--- src/design/dds_pkg.sv ---
// Door drive sequencer package: the payload structs, the sequencer state and
// configuration types, the state, drive and command codes, and the reset values.
// It depends on nothing; every design file uses it through scoped names.
`default_nettype none

package dds_pkg;

	localparam int unsigned TIMER_CAP_DEFAULT = 252;
	localparam int unsigned NUM_REGS          = 8;
	localparam int unsigned REG_INDEX_W       = 3;
	localparam int unsigned REG_DATA_W        = 8;

	// Drive codes for the main and the auxiliary motor.
	localparam logic [1:0] DRV_STOP  = 2'd0;
	localparam logic [1:0] DRV_OPEN  = 2'd1;
	localparam logic [1:0] DRV_CLOSE = 2'd2;

	// Serial command codes.
	localparam logic [1:0] CMD_NONE  = 2'd0;
	localparam logic [1:0] CMD_OPEN  = 2'd1;
	localparam logic [1:0] CMD_CLOSE = 2'd2;
	localparam logic [1:0] CMD_STOP  = 2'd3;

	// Sequencer states.
	localparam logic [3:0] ST_STOP         = 4'd0;
	localparam logic [3:0] ST_OPEN         = 4'd1;
	localparam logic [3:0] ST_CLOSED       = 4'd2;
	localparam logic [3:0] ST_OPEN_RELEASE = 4'd3;
	localparam logic [3:0] ST_OPEN_WAIT    = 4'd4;
	localparam logic [3:0] ST_OPEN_START   = 4'd5;
	localparam logic [3:0] ST_OPEN_PAUSE   = 4'd6;
	localparam logic [3:0] ST_OPEN_RUN     = 4'd7;
	localparam logic [3:0] ST_OPEN_BRAKE   = 4'd8;
	localparam logic [3:0] ST_CLOSE_AUX    = 4'd9;
	localparam logic [3:0] ST_CLOSE_MED    = 4'd10;
	localparam logic [3:0] ST_CLOSE_MAX    = 4'd11;
	localparam logic [3:0] ST_CLOSE_COAST  = 4'd12;
	localparam logic [3:0] ST_CLOSE_SLOW   = 4'd13;
	localparam logic [3:0] ST_CLOSE_HOLD   = 4'd14;
	localparam logic [3:0] ST_CLOSE_REOPEN = 4'd15;

	// Configuration register indexes.
	localparam logic [REG_INDEX_W-1:0] REG_MAGNET_RELEASE_WAIT = 3'd0;
	localparam logic [REG_INDEX_W-1:0] REG_OPENING_PAUSE_WAIT  = 3'd1;
	localparam logic [REG_INDEX_W-1:0] REG_CLOSING_COAST_WAIT  = 3'd2;
	localparam logic [REG_INDEX_W-1:0] REG_LATCH_HOLD_WAIT     = 3'd3;
	localparam logic [REG_INDEX_W-1:0] REG_MAIN_SPEED_MEDIUM   = 3'd4;
	localparam logic [REG_INDEX_W-1:0] REG_MAIN_SPEED_MAX      = 3'd5;
	localparam logic [REG_INDEX_W-1:0] REG_MAIN_SPEED_MIN      = 3'd6;
	localparam logic [REG_INDEX_W-1:0] REG_MAIN_SPEED_BRAKE    = 3'd7;

	typedef struct packed {
		logic       tick;
		logic       fully_open;
		logic       fully_closed;
		logic       nearly_open;
		logic       nearly_closed;
		logic       obstacle_near;
		logic       aux_inner_limit;
		logic       aux_outer_limit;
		logic       toggle_button;
		logic       halt_button;
		logic [1:0] command;
	} sample_t;

	typedef struct packed {
		logic [1:0] main_drive;
		logic [7:0] main_duty;
		logic [1:0] aux_drive;
		logic       magnet_engaged;
		logic [3:0] state_code;
	} result_t;

	typedef struct packed {
		logic [7:0] magnet_release_wait;
		logic [7:0] opening_pause_wait;
		logic [7:0] closing_coast_wait;
		logic [7:0] latch_hold_wait;
		logic [7:0] main_speed_medium;
		logic [7:0] main_speed_max;
		logic [7:0] main_speed_min;
		logic [7:0] main_speed_brake;
	} cfg_t;

	typedef struct packed {
		logic [3:0] door_state;
		logic [7:0] wait_timer;
		logic [1:0] main_drive;
		logic [7:0] main_duty;
		logic [1:0] aux_drive;
		logic       magnet;
		logic       started;
	} ctx_t;

	localparam cfg_t CFG_RESET = '{
		magnet_release_wait: 8'd10,
		opening_pause_wait:  8'd50,
		closing_coast_wait:  8'd15,
		latch_hold_wait:     8'd75,
		main_speed_medium:   8'd150,
		main_speed_max:      8'd254,
		main_speed_min:      8'd80,
		main_speed_brake:    8'd100
	};

	localparam ctx_t CTX_RESET = '{
		door_state: ST_STOP,
		wait_timer: 8'd0,
		main_drive: DRV_STOP,
		main_duty:  8'd0,
		aux_drive:  DRV_STOP,
		magnet:     1'b0,
		started:    1'b0
	};

endpackage

`default_nettype wire

--- src/design/dds_cfg.sv ---
// Configuration register file of the door drive sequencer: eight 8-bit
// registers written through a plain index/data port. Uses dds_pkg.
`default_nettype none

module dds_cfg (
	input  wire logic                                clk,
	input  wire logic                                arst_n,
	input  wire logic                                cfg_wr_en,
	input  wire logic [dds_pkg::REG_INDEX_W-1:0]     cfg_index,
	input  wire logic [dds_pkg::REG_DATA_W-1:0]      cfg_data,
	output dds_pkg::cfg_t                            cfg
);

	dds_pkg::cfg_t cfg_q;

	always_ff @(posedge clk or negedge arst_n) begin
		if (!arst_n) begin
			cfg_q <= dds_pkg::CFG_RESET;
		end else if (cfg_wr_en) begin
			unique case (cfg_index)
				dds_pkg::REG_MAGNET_RELEASE_WAIT: cfg_q.magnet_release_wait <= cfg_data;
				dds_pkg::REG_OPENING_PAUSE_WAIT:  cfg_q.opening_pause_wait  <= cfg_data;
				dds_pkg::REG_CLOSING_COAST_WAIT:  cfg_q.closing_coast_wait  <= cfg_data;
				dds_pkg::REG_LATCH_HOLD_WAIT:     cfg_q.latch_hold_wait     <= cfg_data;
				dds_pkg::REG_MAIN_SPEED_MEDIUM:   cfg_q.main_speed_medium   <= cfg_data;
				dds_pkg::REG_MAIN_SPEED_MAX:      cfg_q.main_speed_max      <= cfg_data;
				dds_pkg::REG_MAIN_SPEED_MIN:      cfg_q.main_speed_min      <= cfg_data;
				dds_pkg::REG_MAIN_SPEED_BRAKE:    cfg_q.main_speed_brake    <= cfg_data;
			endcase
		end
	end

	assign cfg = cfg_q;

endmodule

`default_nettype wire

--- src/design/dds_step.sv ---
// Next-state logic of the door drive sequencer: one sample plus the held
// state give the following state and the result. Uses dds_pkg.
`default_nettype none

module dds_step #(
	parameter int unsigned TIMER_CAP = dds_pkg::TIMER_CAP_DEFAULT
) (
	input  wire dds_pkg::sample_t sample,
	input  wire dds_pkg::ctx_t    ctx,
	input  wire dds_pkg::cfg_t    cfg,
	output dds_pkg::ctx_t         ctx_next,
	output dds_pkg::result_t      result
);

	localparam logic [7:0] CAP = 8'(TIMER_CAP);

	logic [3:0]    cur_state;
	logic [3:0]    s;
	logic          clr;
	dds_pkg::ctx_t nxt;

	always_comb begin
		nxt         = ctx;
		nxt.started = 1'b1;
		clr         = 1'b0;

		// The very first sample places the door from its limit sensors.
		cur_state = ctx.door_state;
		if (!ctx.started) begin
			if (sample.fully_closed) begin
				cur_state = dds_pkg::ST_CLOSED;
			end else if (sample.fully_open) begin
				cur_state = dds_pkg::ST_OPEN;
			end
		end
		s = cur_state;

		unique case (cur_state)
			dds_pkg::ST_STOP: begin
				nxt.main_drive = dds_pkg::DRV_STOP;
				nxt.main_duty  = 8'd0;
				nxt.aux_drive  = dds_pkg::DRV_STOP;
				if (sample.toggle_button) begin
					if (sample.fully_open)   s = dds_pkg::ST_CLOSE_AUX;
					if (sample.fully_closed) s = dds_pkg::ST_OPEN_RELEASE;
				end
			end
			dds_pkg::ST_OPEN: begin
				if (sample.toggle_button) s = dds_pkg::ST_CLOSE_AUX;
				nxt.main_drive = dds_pkg::DRV_STOP;
				nxt.main_duty  = 8'd0;
				nxt.aux_drive  = dds_pkg::DRV_STOP;
				nxt.magnet     = 1'b0;
			end
			dds_pkg::ST_CLOSED: begin
				if (sample.toggle_button) s = dds_pkg::ST_OPEN_RELEASE;
				nxt.main_drive = dds_pkg::DRV_STOP;
				nxt.main_duty  = 8'd0;
				nxt.aux_drive  = dds_pkg::DRV_STOP;
				nxt.magnet     = 1'b1;
			end
			dds_pkg::ST_OPEN_RELEASE: begin
				nxt.magnet = 1'b0;
				clr        = 1'b1;
				s          = dds_pkg::ST_OPEN_WAIT;
			end
			dds_pkg::ST_OPEN_WAIT: begin
				if (ctx.wait_timer > cfg.magnet_release_wait) s = dds_pkg::ST_OPEN_START;
			end
			dds_pkg::ST_OPEN_START: begin
				nxt.aux_drive  = dds_pkg::DRV_OPEN;
				nxt.main_drive = dds_pkg::DRV_OPEN;
				nxt.main_duty  = cfg.main_speed_medium;
				if (sample.nearly_closed) begin
					s   = dds_pkg::ST_OPEN_PAUSE;
					clr = 1'b1;
				end
			end
			dds_pkg::ST_OPEN_PAUSE: begin
				if (ctx.wait_timer > cfg.opening_pause_wait) begin
					s = dds_pkg::ST_OPEN_RUN;
				end else begin
					nxt.aux_drive  = dds_pkg::DRV_STOP;
					nxt.main_drive = dds_pkg::DRV_OPEN;
					nxt.main_duty  = cfg.main_speed_medium;
				end
			end
			dds_pkg::ST_OPEN_RUN: begin
				nxt.aux_drive = sample.aux_inner_limit ? dds_pkg::DRV_STOP : dds_pkg::DRV_OPEN;
				if (sample.nearly_open) begin
					nxt.main_drive = dds_pkg::DRV_OPEN;
					nxt.main_duty  = cfg.main_speed_brake;
					s              = dds_pkg::ST_OPEN_BRAKE;
				end else if (sample.fully_open) begin
					nxt.main_drive = dds_pkg::DRV_STOP;
					nxt.main_duty  = 8'd0;
					s              = dds_pkg::ST_OPEN_BRAKE;
				end else begin
					nxt.main_drive = dds_pkg::DRV_OPEN;
					nxt.main_duty  = sample.aux_inner_limit ? cfg.main_speed_max
					                                        : cfg.main_speed_medium;
				end
			end
			dds_pkg::ST_OPEN_BRAKE: begin
				nxt.aux_drive = sample.aux_inner_limit ? dds_pkg::DRV_STOP : dds_pkg::DRV_OPEN;
				if (sample.fully_open) begin
					nxt.main_drive = dds_pkg::DRV_STOP;
					nxt.main_duty  = 8'd0;
				end else begin
					nxt.main_drive = dds_pkg::DRV_OPEN;
					nxt.main_duty  = cfg.main_speed_brake;
				end
				if (sample.aux_inner_limit && sample.fully_open) s = dds_pkg::ST_OPEN;
			end
			dds_pkg::ST_CLOSE_AUX: begin
				if (sample.aux_inner_limit) begin
					nxt.aux_drive = dds_pkg::DRV_STOP;
					s             = dds_pkg::ST_CLOSE_MED;
				end else begin
					nxt.aux_drive = dds_pkg::DRV_CLOSE;
				end
			end
			dds_pkg::ST_CLOSE_MED: begin
				if (sample.obstacle_near) begin
					nxt.main_drive = dds_pkg::DRV_STOP;
					nxt.main_duty  = 8'd0;
				end else if (!sample.nearly_open) begin
					nxt.main_drive = dds_pkg::DRV_CLOSE;
					nxt.main_duty  = cfg.main_speed_medium;
				end else begin
					nxt.main_drive = dds_pkg::DRV_CLOSE;
					nxt.main_duty  = cfg.main_speed_max;
					s              = dds_pkg::ST_CLOSE_MAX;
				end
				if (sample.nearly_closed) begin
					clr = 1'b1;
					s   = dds_pkg::ST_CLOSE_COAST;
				end
				if (sample.fully_closed) s = dds_pkg::ST_CLOSE_REOPEN;
			end
			dds_pkg::ST_CLOSE_MAX: begin
				if (sample.obstacle_near) begin
					nxt.main_drive = dds_pkg::DRV_STOP;
					nxt.main_duty  = 8'd0;
				end else if (sample.nearly_closed) begin
					clr = 1'b1;
					s   = dds_pkg::ST_CLOSE_COAST;
				end else begin
					nxt.main_drive = dds_pkg::DRV_CLOSE;
					nxt.main_duty  = cfg.main_speed_max;
				end
			end
			dds_pkg::ST_CLOSE_COAST: begin
				if (ctx.wait_timer > cfg.closing_coast_wait) begin
					s = dds_pkg::ST_CLOSE_SLOW;
				end else begin
					nxt.main_drive = dds_pkg::DRV_CLOSE;
					nxt.main_duty  = cfg.main_speed_max;
				end
			end
			dds_pkg::ST_CLOSE_SLOW: begin
				if (sample.obstacle_near) begin
					nxt.main_drive = dds_pkg::DRV_STOP;
					nxt.main_duty  = 8'd0;
					nxt.aux_drive  = dds_pkg::DRV_STOP;
				end else if (sample.fully_closed) begin
					nxt.magnet = 1'b1;
					clr        = 1'b1;
					s          = dds_pkg::ST_CLOSE_HOLD;
				end else begin
					nxt.aux_drive  = dds_pkg::DRV_CLOSE;
					nxt.main_drive = dds_pkg::DRV_CLOSE;
					nxt.main_duty  = cfg.main_speed_min;
				end
			end
			dds_pkg::ST_CLOSE_HOLD: begin
				if (ctx.wait_timer > cfg.latch_hold_wait) begin
					nxt.main_drive = dds_pkg::DRV_STOP;
					nxt.main_duty  = 8'd0;
					s              = dds_pkg::ST_CLOSE_REOPEN;
				end
			end
			dds_pkg::ST_CLOSE_REOPEN: begin
				if (sample.aux_outer_limit) begin
					nxt.aux_drive = dds_pkg::DRV_STOP;
					s             = dds_pkg::ST_CLOSED;
				end else begin
					nxt.aux_drive = dds_pkg::DRV_OPEN;
				end
			end
		endcase

		// Serial command, then the halt button, override the state logic.
		unique case (sample.command)
			dds_pkg::CMD_NONE: begin
			end
			dds_pkg::CMD_OPEN: begin
				if ((s == dds_pkg::ST_CLOSED || s == dds_pkg::ST_STOP) && sample.fully_closed)
					s = dds_pkg::ST_OPEN_RELEASE;
			end
			dds_pkg::CMD_CLOSE: begin
				if ((s == dds_pkg::ST_OPEN || s == dds_pkg::ST_STOP) && sample.fully_open)
					s = dds_pkg::ST_CLOSE_AUX;
			end
			dds_pkg::CMD_STOP: begin
				s = dds_pkg::ST_STOP;
			end
		endcase
		if (sample.halt_button) s = dds_pkg::ST_STOP;

		nxt.door_state = s;

		// A clear wins over the tick of the same step; counting stops at the cap.
		if (clr) begin
			nxt.wait_timer = 8'd0;
		end else if (sample.tick) begin
			nxt.wait_timer = (ctx.wait_timer >= CAP) ? CAP : ctx.wait_timer + 8'd1;
		end
	end

	assign ctx_next = nxt;

	assign result.main_drive     = nxt.main_drive;
	assign result.main_duty      = nxt.main_duty;
	assign result.aux_drive      = nxt.aux_drive;
	assign result.magnet_engaged = nxt.magnet;
	assign result.state_code     = nxt.door_state;

endmodule

`default_nettype wire

--- src/design/door_drive_sequencer.sv ---
// Top level of the door drive sequencer: input register, step logic, result
// register, held sequencer state and the configuration registers. Uses dds_pkg.
//
// Usage: each transfer on the sample channel (sample_valid/sample_ready) carries
// one sample of the door limit and position sensors, the proximity sensor, the
// qualified buttons, a serial command and a 100 ms tick flag. For every sample
// the block returns exactly one transfer on the result channel
// (result_valid/result_ready): the held main motor drive and duty, the aux motor
// drive, the magnet command and the sequencer state after the step.
// A sample taken into the input register passes through the step logic into the
// result register, from which the receiver takes it on the result port.
// Throughput is one sample per cycle while the receiver does not stall;
// the step logic between the input register and the result register is a single
// pass of comparisons and selects, and the sequencer state is updated at the
// same edge at which the result is loaded, so the next sample sees it at once.
// When the receiver stalls, the result register holds its transfer, one more
// sample waits in the input register, and sample_ready then drops until the
// result is taken. Nothing is lost or repeated.
// Reset (arst_n low) puts the sequencer in the stop state with motors and magnet
// off, the wait timer at zero, the registers at their defaults, and marks the
// next sample as the first, whose limit sensors place the door open or closed.
// Configuration writes (cfg_wr_en, cfg_index, cfg_data) take effect at the next
// edge and are meant to be made while no sample is in flight.
`default_nettype none

module door_drive_sequencer #(
	parameter int unsigned TIMER_CAP = dds_pkg::TIMER_CAP_DEFAULT
) (
	input  wire logic                            clk,
	input  wire logic                            arst_n,
	input  wire logic                            sample_valid,
	output logic                                 sample_ready,
	input  wire dds_pkg::sample_t                sample,
	output logic                                 result_valid,
	input  wire logic                            result_ready,
	output dds_pkg::result_t                     result,
	input  wire logic                            cfg_wr_en,
	input  wire logic [dds_pkg::REG_INDEX_W-1:0] cfg_index,
	input  wire logic [dds_pkg::REG_DATA_W-1:0]  cfg_data
);

	logic             valid_s1;
	dds_pkg::sample_t sample_s1;
	logic             result_valid_q;
	dds_pkg::result_t result_q;
	dds_pkg::ctx_t    ctx_q;
	dds_pkg::ctx_t    ctx_next;
	dds_pkg::result_t step_result;
	dds_pkg::cfg_t    cfg;
	logic             advance;

	dds_cfg u_cfg (
		.clk       (clk),
		.arst_n    (arst_n),
		.cfg_wr_en (cfg_wr_en),
		.cfg_index (cfg_index),
		.cfg_data  (cfg_data),
		.cfg       (cfg)
	);

	dds_step #(
		.TIMER_CAP (TIMER_CAP)
	) u_step (
		.sample   (sample_s1),
		.ctx      (ctx_q),
		.cfg      (cfg),
		.ctx_next (ctx_next),
		.result   (step_result)
	);

	// The registered sample moves on whenever the result register is free or
	// is being emptied in this cycle.
	assign advance      = valid_s1 && (!result_valid_q || result_ready);
	assign sample_ready = !valid_s1 || advance;

	always_ff @(posedge clk or negedge arst_n) begin
		if (!arst_n) begin
			valid_s1 <= 1'b0;
		end else if (sample_ready) begin
			valid_s1 <= sample_valid;
		end
	end

	always_ff @(posedge clk or negedge arst_n) begin
		if (!arst_n) begin
			sample_s1 <= '0;
		end else if (sample_valid && sample_ready) begin
			sample_s1 <= sample;
		end
	end

	always_ff @(posedge clk or negedge arst_n) begin
		if (!arst_n) begin
			result_valid_q <= 1'b0;
			ctx_q          <= dds_pkg::CTX_RESET;
		end else if (advance) begin
			result_valid_q <= 1'b1;
			ctx_q          <= ctx_next;
		end else if (result_ready) begin
			result_valid_q <= 1'b0;
		end
	end

	always_ff @(posedge clk) begin
		if (advance) begin
			result_q <= step_result;
		end
	end

	assign result_valid = result_valid_q;
	assign result       = result_q;

	// The wait timer saturates at the cap.
	a_timer_capped: assert property (@(posedge clk) disable iff (!arst_n)
		ctx_q.wait_timer <= 8'(TIMER_CAP))
		else $error("wait timer above its cap");

	// A stopped main motor always reports zero duty.
	a_duty_zero_when_stopped: assert property (@(posedge clk) disable iff (!arst_n)
		result_valid_q |-> (result_q.main_drive != dds_pkg::DRV_STOP || result_q.main_duty == 8'd0))
		else $error("nonzero duty with main motor stopped");

	// Once a sample has gone through, the first-sample placement is done.
	a_started_after_step: assert property (@(posedge clk) disable iff (!arst_n)
		advance |=> ctx_q.started)
		else $error("sequencer not marked started after a step");

	// Input back-pressure only comes from a stalled, full result register.
	a_ready_only_on_stall: assert property (@(posedge clk) disable iff (!arst_n)
		!sample_ready |-> (valid_s1 && result_valid_q && !result_ready))
		else $error("sample channel stalled without cause");

	// A stalled result stays in place and the state does not move under it.
	a_state_holds_on_stall: assert property (@(posedge clk) disable iff (!arst_n)
		!advance |=> $stable(ctx_q))
		else $error("sequencer state changed without a step");

endmodule

`default_nettype wire

--- config.mk ---
export PLATFORM = sky130hd
export DESIGN_NAME = door_drive_sequencer
export DESIGN_NICKNAME = d
export VERILOG_FILES = /design/src/design/dds_pkg.sv /design/src/design/dds_cfg.sv /design/src/design/dds_step.sv /design/src/design/door_drive_sequencer.sv
export SDC_FILE = /design/constraint.sdc
export NUM_CORES = 1
export LEC_CHECK = 0
export BUFFER_PORTS_ARGS = -buffer_cell sky130_fd_sc_hd__buf_2
export CORE_ASPECT_RATIO = 1.1
export CORE_MARGIN = 2
export CORE_UTILIZATION = 40
export DETAILED_ROUTE_END_ITERATION = 10
export PLACE_DENSITY_LB_ADDON = 0.15
export SLEW_MARGIN = 15
export SYNTH_ARGS = -nofsm -noshare
export SYNTH_HDL_FRONTEND = slang
export SYNTH_SLANG_ARGS = --single-unit
export TNS_END_PERCENT = 5
--- constraint.sdc ---
create_clock -name clk -period 2.75 [get_ports clk]
set_input_delay 0.1375 -clock clk [delete_from_list [all_inputs] [get_ports clk]]
set_output_delay 0.1375 -clock clk [all_outputs]
set_load 0.02 [all_outputs]
==> results of run 1 <==
==> critical path, delay by kind of cell (launching register included) <==
kind,cells,cell delay [ps]
compound gates,2,550
buf+inv,1,150
flops,1,650
simple gates,4,1130
==> flip-flops by register name (all words and copies together) (netlist names) <==
register / count
ctx_q: 26
result: 17
result_valid: 1
sample_s1: 12
u_cfg.cfg: 64
valid_s1: 1
==> worst paths after layout <==
path	start	to	depth (start not counted)
worst max-delay path	ctx_q[23]	result[0]	7
worst min-delay path	cfg_data[7]	u_cfg.cfg[63]	3
worst max register to register	ctx_q[23]	result[0]	7
worst min register to register	ctx_q[1]	ctx_q[1]	2
max in group asynchronous	arst_n	u_cfg.cfg[38]	3
min in group asynchronous	arst_n	sample_s1[2]	2
==> what timing repair did <==
action	in CTS	in global routing
hold buffers	15	0
resized for setup	0	1
endpoints found under the setup margin	0	9
buffers inserted	0	1
hold endpoints to repair	42	0
==> synth_stat cells, types with 3 or more instances <==
| cell | instances | share of area (%) |
|---|---|---|
| nor2_1 | 28 | 1.4 |
| nand3_1 | 20 | 1.3 |
| buf_6 | 8 | 1.2 |
| edfxtp_1 | 17 | 6.7 |
| a211oi_1 | 7 | 0.69 |
| a22o_1 | 3 | 0.35 |
| dfstp_2 | 29 | 10 |
| mux2_2 | 69 | 10 |
| a31oi_1 | 5 | 0.41 |
| mux2i_1 | 24 | 3.2 |
| and4_1 | 3 | 0.35 |
| nor3_1 | 28 | 1.8 |
| o21ai_0 | 48 | 3.2 |
| o211ai_2 | 3 | 0.49 |
| buf_4 | 7 | 0.69 |
| nand2_1 | 63 | 3.1 |
| o31ai_1 | 3 | 0.30 |
| clkbuf_1 | 11 | 0.54 |
| a221o_1 | 9 | 1.2 |
| nand2b_1 | 15 | 1.2 |
| o22ai_1 | 5 | 0.41 |
| a21boi_0 | 7 | 0.69 |
| nand4_1 | 12 | 0.99 |
| inv_1 | 43 | 2.1 |
| o211ai_1 | 8 | 0.79 |
| and2_1 | 6 | 0.49 |
| o21ai_2 | 3 | 0.35 |
| nand3b_1 | 3 | 0.30 |
| buf_1 | 3 | 0.15 |
| dfrtp_1 | 75 | 25 |
| a21oi_1 | 25 | 1.6 |
| o2111ai_2 | 6 | 1.2 |
| buf_2 | 7 | 0.46 |
| nand4b_1 | 3 | 0.35 |
| ha_1 | 33 | 5.4 |
| a211oi_2 | 6 | 0.99 |
| nor2b_1 | 7 | 0.58 |
==> where the power goes <==
| group | total [µW] | switching, µW | internal, µW |
|---|---|---|---|
| Sequential | 2720 | 426 | 2290 |
| Combinational | 2750 | 1550 | 1200 |
| Clock | 2210 | 928 | 1280 |
| Total | 7680 | 2900 | 4780 |
==> kinds of logic after synthesis <==
logic type | Yosys count | share of synthesized area (%)
compound gates | 179 | 18.4
flops | 121 | 41.4
fa+ha+maj | 33 | 5.43
buf+inv | 82 | 5.45
simple gates | 219 | 15.9
mux | 93 | 13.4
==> layer usage <==
layer  share of wire (%)  vias up
li1                    -     2888
met1                  46     3096
met2                  47      202
met3                 4.8       35
met4                 2.0        0
met5                   0        -
==> area by class of cell <==
class,count,area [µm²],share of cell area (%)
multi-input combinational,524,4040,45.1
tap,243,304,3.39
clock buffer,17,425,4.75
timing repair buffer,102,716,7.99
sequential,121,3150,35.2
clock inverter,15,153,1.70
inverter,45,169,1.89
==> metrics by stage <==
step / setup slack (ps) / instances / power [µW]
2_1_floorplan: 466 / 727 / 4510
3_3_place_gp: 63.0 / 1019 / 5370
3_5_place_dp: 24.1 / 1019 / 5440
4_1_cts: 19.2 / 1066 / 7720
5_1_grt: 11.6 / 1067 / 8160
6_report: 99.1 / 1067 / 7680
==> flow_metrics.py, run 1 <==
metrics = {
    "worst_setup_path": {
        "type_of_destination_of_the_critical_path": "register",
        "path_class": "reg -> reg",
        "critical_path.cell_chain": "nor2_2, nand2_1, or4_1, o211ai_1, nor3_2, buf_4, o31ai_1",
        "crit_path_max_fanout": 19,
        "critical-path-max-stage-delay_ps": 650,
        "crit_path_start_kind": "register",
        "worst_path_max_delay_cell": "dfrtp_1",
        "worst-endpoint-arrival_ps": 2900,
        "ff2ff_setup_slack_ps": 100,
        "worst-endpoint-required_ps": 2990,
    },
    "place": {
        "dpl.hpwl_um": 15900,
        "io_buffer_count": 46,
        "globalplace.congestion": 0.942,
        "post_place_instance_area_um2": 8220,
    },
    "timing": {
        "maxClockFrequency_mhz": 377,
        "finClkSkew_ps": 8.16,
        "rsz_0062_raised_after_global_routing": "false",
        "layout_worst_path_cycle_share_pct": 96.4,
        "finalHoldViolations": 0,
        "layout_min_cycle_time_ps": 2650,
        "min_hold_slack_ps": 47.5,
        "worstMarginPinSlew_ps": 721,
        "finalSetupViolCount": 0,
        "setup_tns_ps": 0,
        "max_slew_margin_pct": 52.0,
        "finalMaxSlewViolations": 0,
    },
    "cells_and_area": {
        "final_core_utilization_pct": 48.3,
        "finalInstanceArea_um2": 8960,
        "n_antenna_cell": 0,
        "most-common-layout-cells": "dfrtp_1, mux2_2, nand2_1",
        "layout.nets": 872,
        "mostFrequentLayoutCell": "dfrtp_1",
        "n_fill_cell": 1738,
        "drive_above_1_share_pct": 32.4,
        "flow.area_growth_from_synthesis_pct": 17.9,
    },
    "pwr": {
        "cellPowerDensity_nw_per_um2": 857,
        "vdd_drop_max_v": 0.000487,
        "power.static_leakage_uw": 0.00387,
    },
    "grt": {
        "grt_first_pass_wirelength_um": 34900,
        "global_route.usage.met1_pct": 31.5,
        "grt_util_all_layers_pct": 22.7,
        "grt-ovfl-total": 0,
        "met2_resource_use_gr_pct": 36.2,
        "first_global_vias": 6189,
        "antenna_found_initial": 0,
        "largest_net_degree_at_the_start_of_global_routing": 51,
        "grtUsageMet3_pct": 3.89,
        "busiest_layer": "met2",
    },
    "floorplanning": {
        "rows": 52,
        "vertical_extent_of_the_die_um": 149,
        "die-area_um2": 20100,
        "die_w_um": 135,
        "floorplan.initialDensity_pct": 41.0,
        "design.core.area_um2": 18500,
        "io-pin-count": 47,
    },
    "logic_synthesis": {
        "post_synth_instance_area_um2": 7600,
        "postSynthRegisterBits": 121,
        "synth-main-ff-cell": "dfrtp_1",
        "synth.distinct_cells": 94,
        "synth_edf_count": 17,
        "synthesis.nets": 788,
        "synth-seq-area-share_pct": 41.4,
        "avgSynthCellArea_um2": 10.5,
        "syn-instance-count": 727,
        "synth-async-reset-ratio_pct": 86.0,
        "yosys_warnings": 0,
    },
    "flow_run": {
        "maxCapViolations": 0,
    },
    "outcome": {
        "run_status": "finished clean",
    },
    "clock_tree": {
        "clock-root-buffer": "clkbuf_16",
        "worst_skew_pair.late_latency_ps": 420,
        "clock-sinks": 121,
        "clk_pin_slew_worst_paths_ps": 60,
        "htree_num_levels": 4,
        "clock_path_buffers": 2,
        "numCtsBuffers": 17,
        "cts_tree": "built",
    },
    "drt": {
        "avgViaCountPerCell": 5.83,
        "wl_per_cell_um": 20.3,
        "drt_iter0_drc": 505,
        "dr.pass1.iters": 7,
        "residual_antenna_violating_net_count_after_detailed_routing": 0,
        "wl_um": 21700,
        "residual_drc": 0,
        "dr_total_vias": 6221,
    },
    "min_path": {
        "min_path_type": "in -> reg",
    },
}
(Power assumes the default switching activity.)
==> inputs of run 2 (changes only) <==
--- a/config.mk
+++ b/config.mk
@@ -5,11 +5,13 @@
 export SDC_FILE = /design/constraint.sdc
 export NUM_CORES = 1
 export LEC_CHECK = 0
+export ABC_AREA = 1
 export BUFFER_PORTS_ARGS = -buffer_cell sky130_fd_sc_hd__buf_2
 export CORE_ASPECT_RATIO = 1.1
 export CORE_MARGIN = 2
 export CORE_UTILIZATION = 40
 export DETAILED_ROUTE_END_ITERATION = 10
+export GPL_TIMING_DRIVEN = 0
 export PLACE_DENSITY_LB_ADDON = 0.15
 export SLEW_MARGIN = 15
 export SYNTH_ARGS = -nofsm -noshare
==> run 2 against run 1 <==
  * Via count is 0.64% lower
  * Critical path type unchanged
  * Critical path depth increased by 6
  * Combinational power fell by 3%
  * Wire length decreased by 10%
  * Clock skew up 4.3 ps
  * Die area is 5.7% lower
  * Sequential power shrank 1%
  * Sequential share of layout area up 1.9 points
  * Largest power group is now sequential cells
  * Power down 0.20%
==> flow_metrics.py, run 2 <==
metrics = {
    "grt": {
        "grt-ovfl-total": 0,
        "largest_net_degree_at_the_start_of_global_routing": 56,
        "grt_first_pass_wirelength_um": 32000,
        "antenna_found_initial": 0,
        "first_global_vias": 5908,
        "grt_util_all_layers_pct": 21.8,
    },
    "worst_setup_path": {
        "critPathLaunch": "ctx_q[20]",
        "type_of_destination_of_the_critical_path": "register",
        "worst-endpoint-arrival_ps": 2700,
        "crit_path_max_fanout": 8,
        "regToRegEndpoint": "result[0]",
        "path_class": "reg -> reg",
        "crit_path_start_kind": "register",
        "r2r_cells": 13,
        "r2r-start": "ctx_q[20]",
        "worstSetupEndpoint": "result[0]",
        "worst-endpoint-required_ps": 2930,
        "ff2ff_setup_slack_ps": 230,
    },
    "cells_and_area": {
        "n_antenna_cell": 0,
        "max_ffs_per_register": 64,
        "most-common-layout-cells": "nand2_1, inv_1, o21ai_0",
        "layout.nets": 1038,
        "drive_above_1_share_pct": 18.0,
        "flow.area_growth_from_synthesis_pct": 18.8,
        "mostFrequentLayoutCell": "nand2_1",
    },
    "logic_synthesis": {
        "synth-seq-area-share_pct": 44.0,
        "synth_top_cell_area_share_pct": 26.2,
        "avgSynthCellArea_um2": 7.99,
        "synth.distinct_cells": 50,
        "synth.most_common_cell": "nand2_1",
        "post_synth_instance_area_um2": 7150,
        "combinational_family_with_the_most_area_after_synthesis": "simple AND/OR/NAND/NOR gates",
        "simple_gate_area_share_of_the_yosys_netlist_pct": 25.5,
        "synth_largest_area_cell": "dfrtp_1",
        "adder_and_majority_gate_portion_of_the_synthesized_area_pct": 5.77,
        "synth_mux_area_share_pct": 0.752,
        "yosys_warnings": 0,
        "synth_compound_gate_area_share_pct": 16.0,
        "post_synth_xor_area_fraction_pct": 0.367,
        "syn-instance-count": 895,
        "postSynthRegisterBits": 121,
        "synth-main-ff-cell": "dfrtp_1",
        "synth_top_cells_by_count": "nand2_1, inv_1, o21ai_0",
        "synth.area.top_cells": "dfrtp_1, nand2_1, dfstp_2",
        "synthesis.nets": 956,
        "synth-async-reset-ratio_pct": 86.0,
        "synth_edf_count": 17,
    },
    "clock_tree": {
        "worst_skew_pair.late_latency_ps": 420,
        "cts_tree": "built",
        "clk_pin_slew_worst_paths_ps": 60,
        "clock-root-buffer": "clkbuf_16",
        "htree_num_levels": 4,
        "numCtsBuffers": 17,
        "clock_path_buffers": 2,
        "clock-sinks": 121,
    },
    "timing": {
        "layout_worst_path_cycle_share_pct": 91.7,
        "worstMarginPinSlew_ps": 740,
        "finClkSkew_ps": 12.4,
        "max_slew_margin_pct": 50.3,
        "finalMaxSlewViolations": 0,
        "layout_min_cycle_time_ps": 2520,
        "min_hold_slack_ps": 127,
        "maxClockFrequency_mhz": 396,
        "finalSetupViolCount": 0,
        "setup_tns_ps": 0,
        "worst_slack_ps": 228,
        "finalHoldViolations": 0,
        "rsz_0062_raised_after_global_routing": "false",
    },
    "pwr": {
        "total_power_uw": 7660,
        "vdd_drop_max_v": 0.000429,
        "power.static_leakage_uw": 0.00405,
        "cellPowerDensity_nw_per_um2": 902,
    },
    "drt": {
        "residual_antenna_violating_net_count_after_detailed_routing": 0,
        "avgViaCountPerCell": 5.03,
        "dr_total_vias": 6181,
        "wl_um": 19500,
        "drt_iter0_drc": 501,
        "residual_drc": 0,
        "dr.pass1.iters": 5,
        "wl_per_cell_um": 15.9,
    },
    "floorplanning": {
        "die_w_um": 131,
        "io-pin-count": 47,
        "vertical_extent_of_the_die_um": 144,
        "rows": 51,
        "die-area_um2": 19000,
        "design.core.area_um2": 17600,
        "floorplan.initialDensity_pct": 40.6,
    },
    "flow_run": {
        "maxCapViolations": 0,
    },
    "outcome": {
        "run_status": "finished clean",
    },
    "place": {
        "place_worst_setup_slack_ps": 237,
        "dpl.hpwl_um": 14100,
        "globalplace.congestion": 0.948,
        "io_buffer_count": 46,
    },
    "min_path": {
        "min_path_type": "in -> reg",
    },
}
run 2: cell count changes in the layout (fill, tap and decap cells not counted), sizes merged, moves of 23 or more:
cell and change:
nand2 +200, mux2 -66, inv +61, o21ai +57, nor2 +41, buf -33
a21oi +31, nor3 -23
run 2: logic make-up (layout without fill, tap and decap cells):
| logic type | after synthesis | after routing |
|---|---|---|
| flops | 121 | 121 |
| fa+ha+maj | 33 | 33 |
| buf+inv | 136 | 231 |
| simple gates | 396 | 396 |
| compound gates | 201 | 201 |
| mux | 5 | 5 |
| xor+xnor | 3 | 3 |
run 2: worst min path at each step:
| stage | slack [ps] | endpoint | start | cells past startpoint |
|---|---|---|---|---|
| finish | 130 | u_cfg.cfg[0] | cfg_data[0] | 3 |
| global route | 150 | u_cfg.cfg[0] | cfg_data[0] | 3 |
| CTS | 130 | u_cfg.cfg[0] | cfg_data[0] | 3 |
| detailed placement | 130 | u_cfg.cfg[39] | arst_n | 1 |
| global placement | 360 | u_cfg.cfg[4] | cfg_data[4] | 3 |
| floorplan | -160 | ctx_q[0] | arst_n | 0 |
run 2: final cells by class:
type                       instances  area (µm²)
fill                            1737        9110
sequential                       121        3150
tap                              238         298
clock buffer                      22         518
buffer                            22         103
clock inverter                    10         100
multi-input combinational        638        3470
timing repair buffer              63         424
inverter                         114         433
run 2: power by group:
part | total, µW | internal, µW | switching (µW)
sequential | 2680 | 2290 | 395
combinational | 2670 | 953 | 1720
clock | 2310 | 1440 | 871
total | 7660 | 4680 | 2980
run 2: stage by stage:
step                instance area (µm²)  std cells  utilization (%)
floorplan                          7150        895                -
global placement                   7680       1179             43.6
detailed placement                 7710       1180             43.8
CTS                                8490       1228             48.2
global route                       8500       1228             48.3
finish                             8500       1228             48.3
run 2: critical path, stage by stage, from the launching register on:
cell and delay (ps):
dfrtp_1 520, ha_1 360, nand2_1 60, nor2_1 160, nand4_1 220, nand3_2 160
nand2_2 90, nor2_1 100, nand3_1 120, nand2_2 120, o21ai_0 90, nand2_1 80
nand2_1 60, and2_1 130
run 2: per-layer routing:
layer | track usage (%) | routed length, µm | vias to the layer above | part of all wire, %
met2 | 34.1 | 8700 | 166 | 45
li1 | - | - | 3124 | -
met4 | 7.89 | 465 | 0 | 2.4
met1 | 30.2 | 9440 | 2861 | 48
met5 | 0 | 0 | - | 0
met3 | 4.17 | 926 | 30 | 4.7
run 2: repair_timing:
action | CTS | global route
hold buffers | 16 | 0
hold endpoints to repair | 50 | 0
setup buffers | 0 | 0
gates resized for setup | 0 | 1
endpoints found under the setup margin | 0 | 1
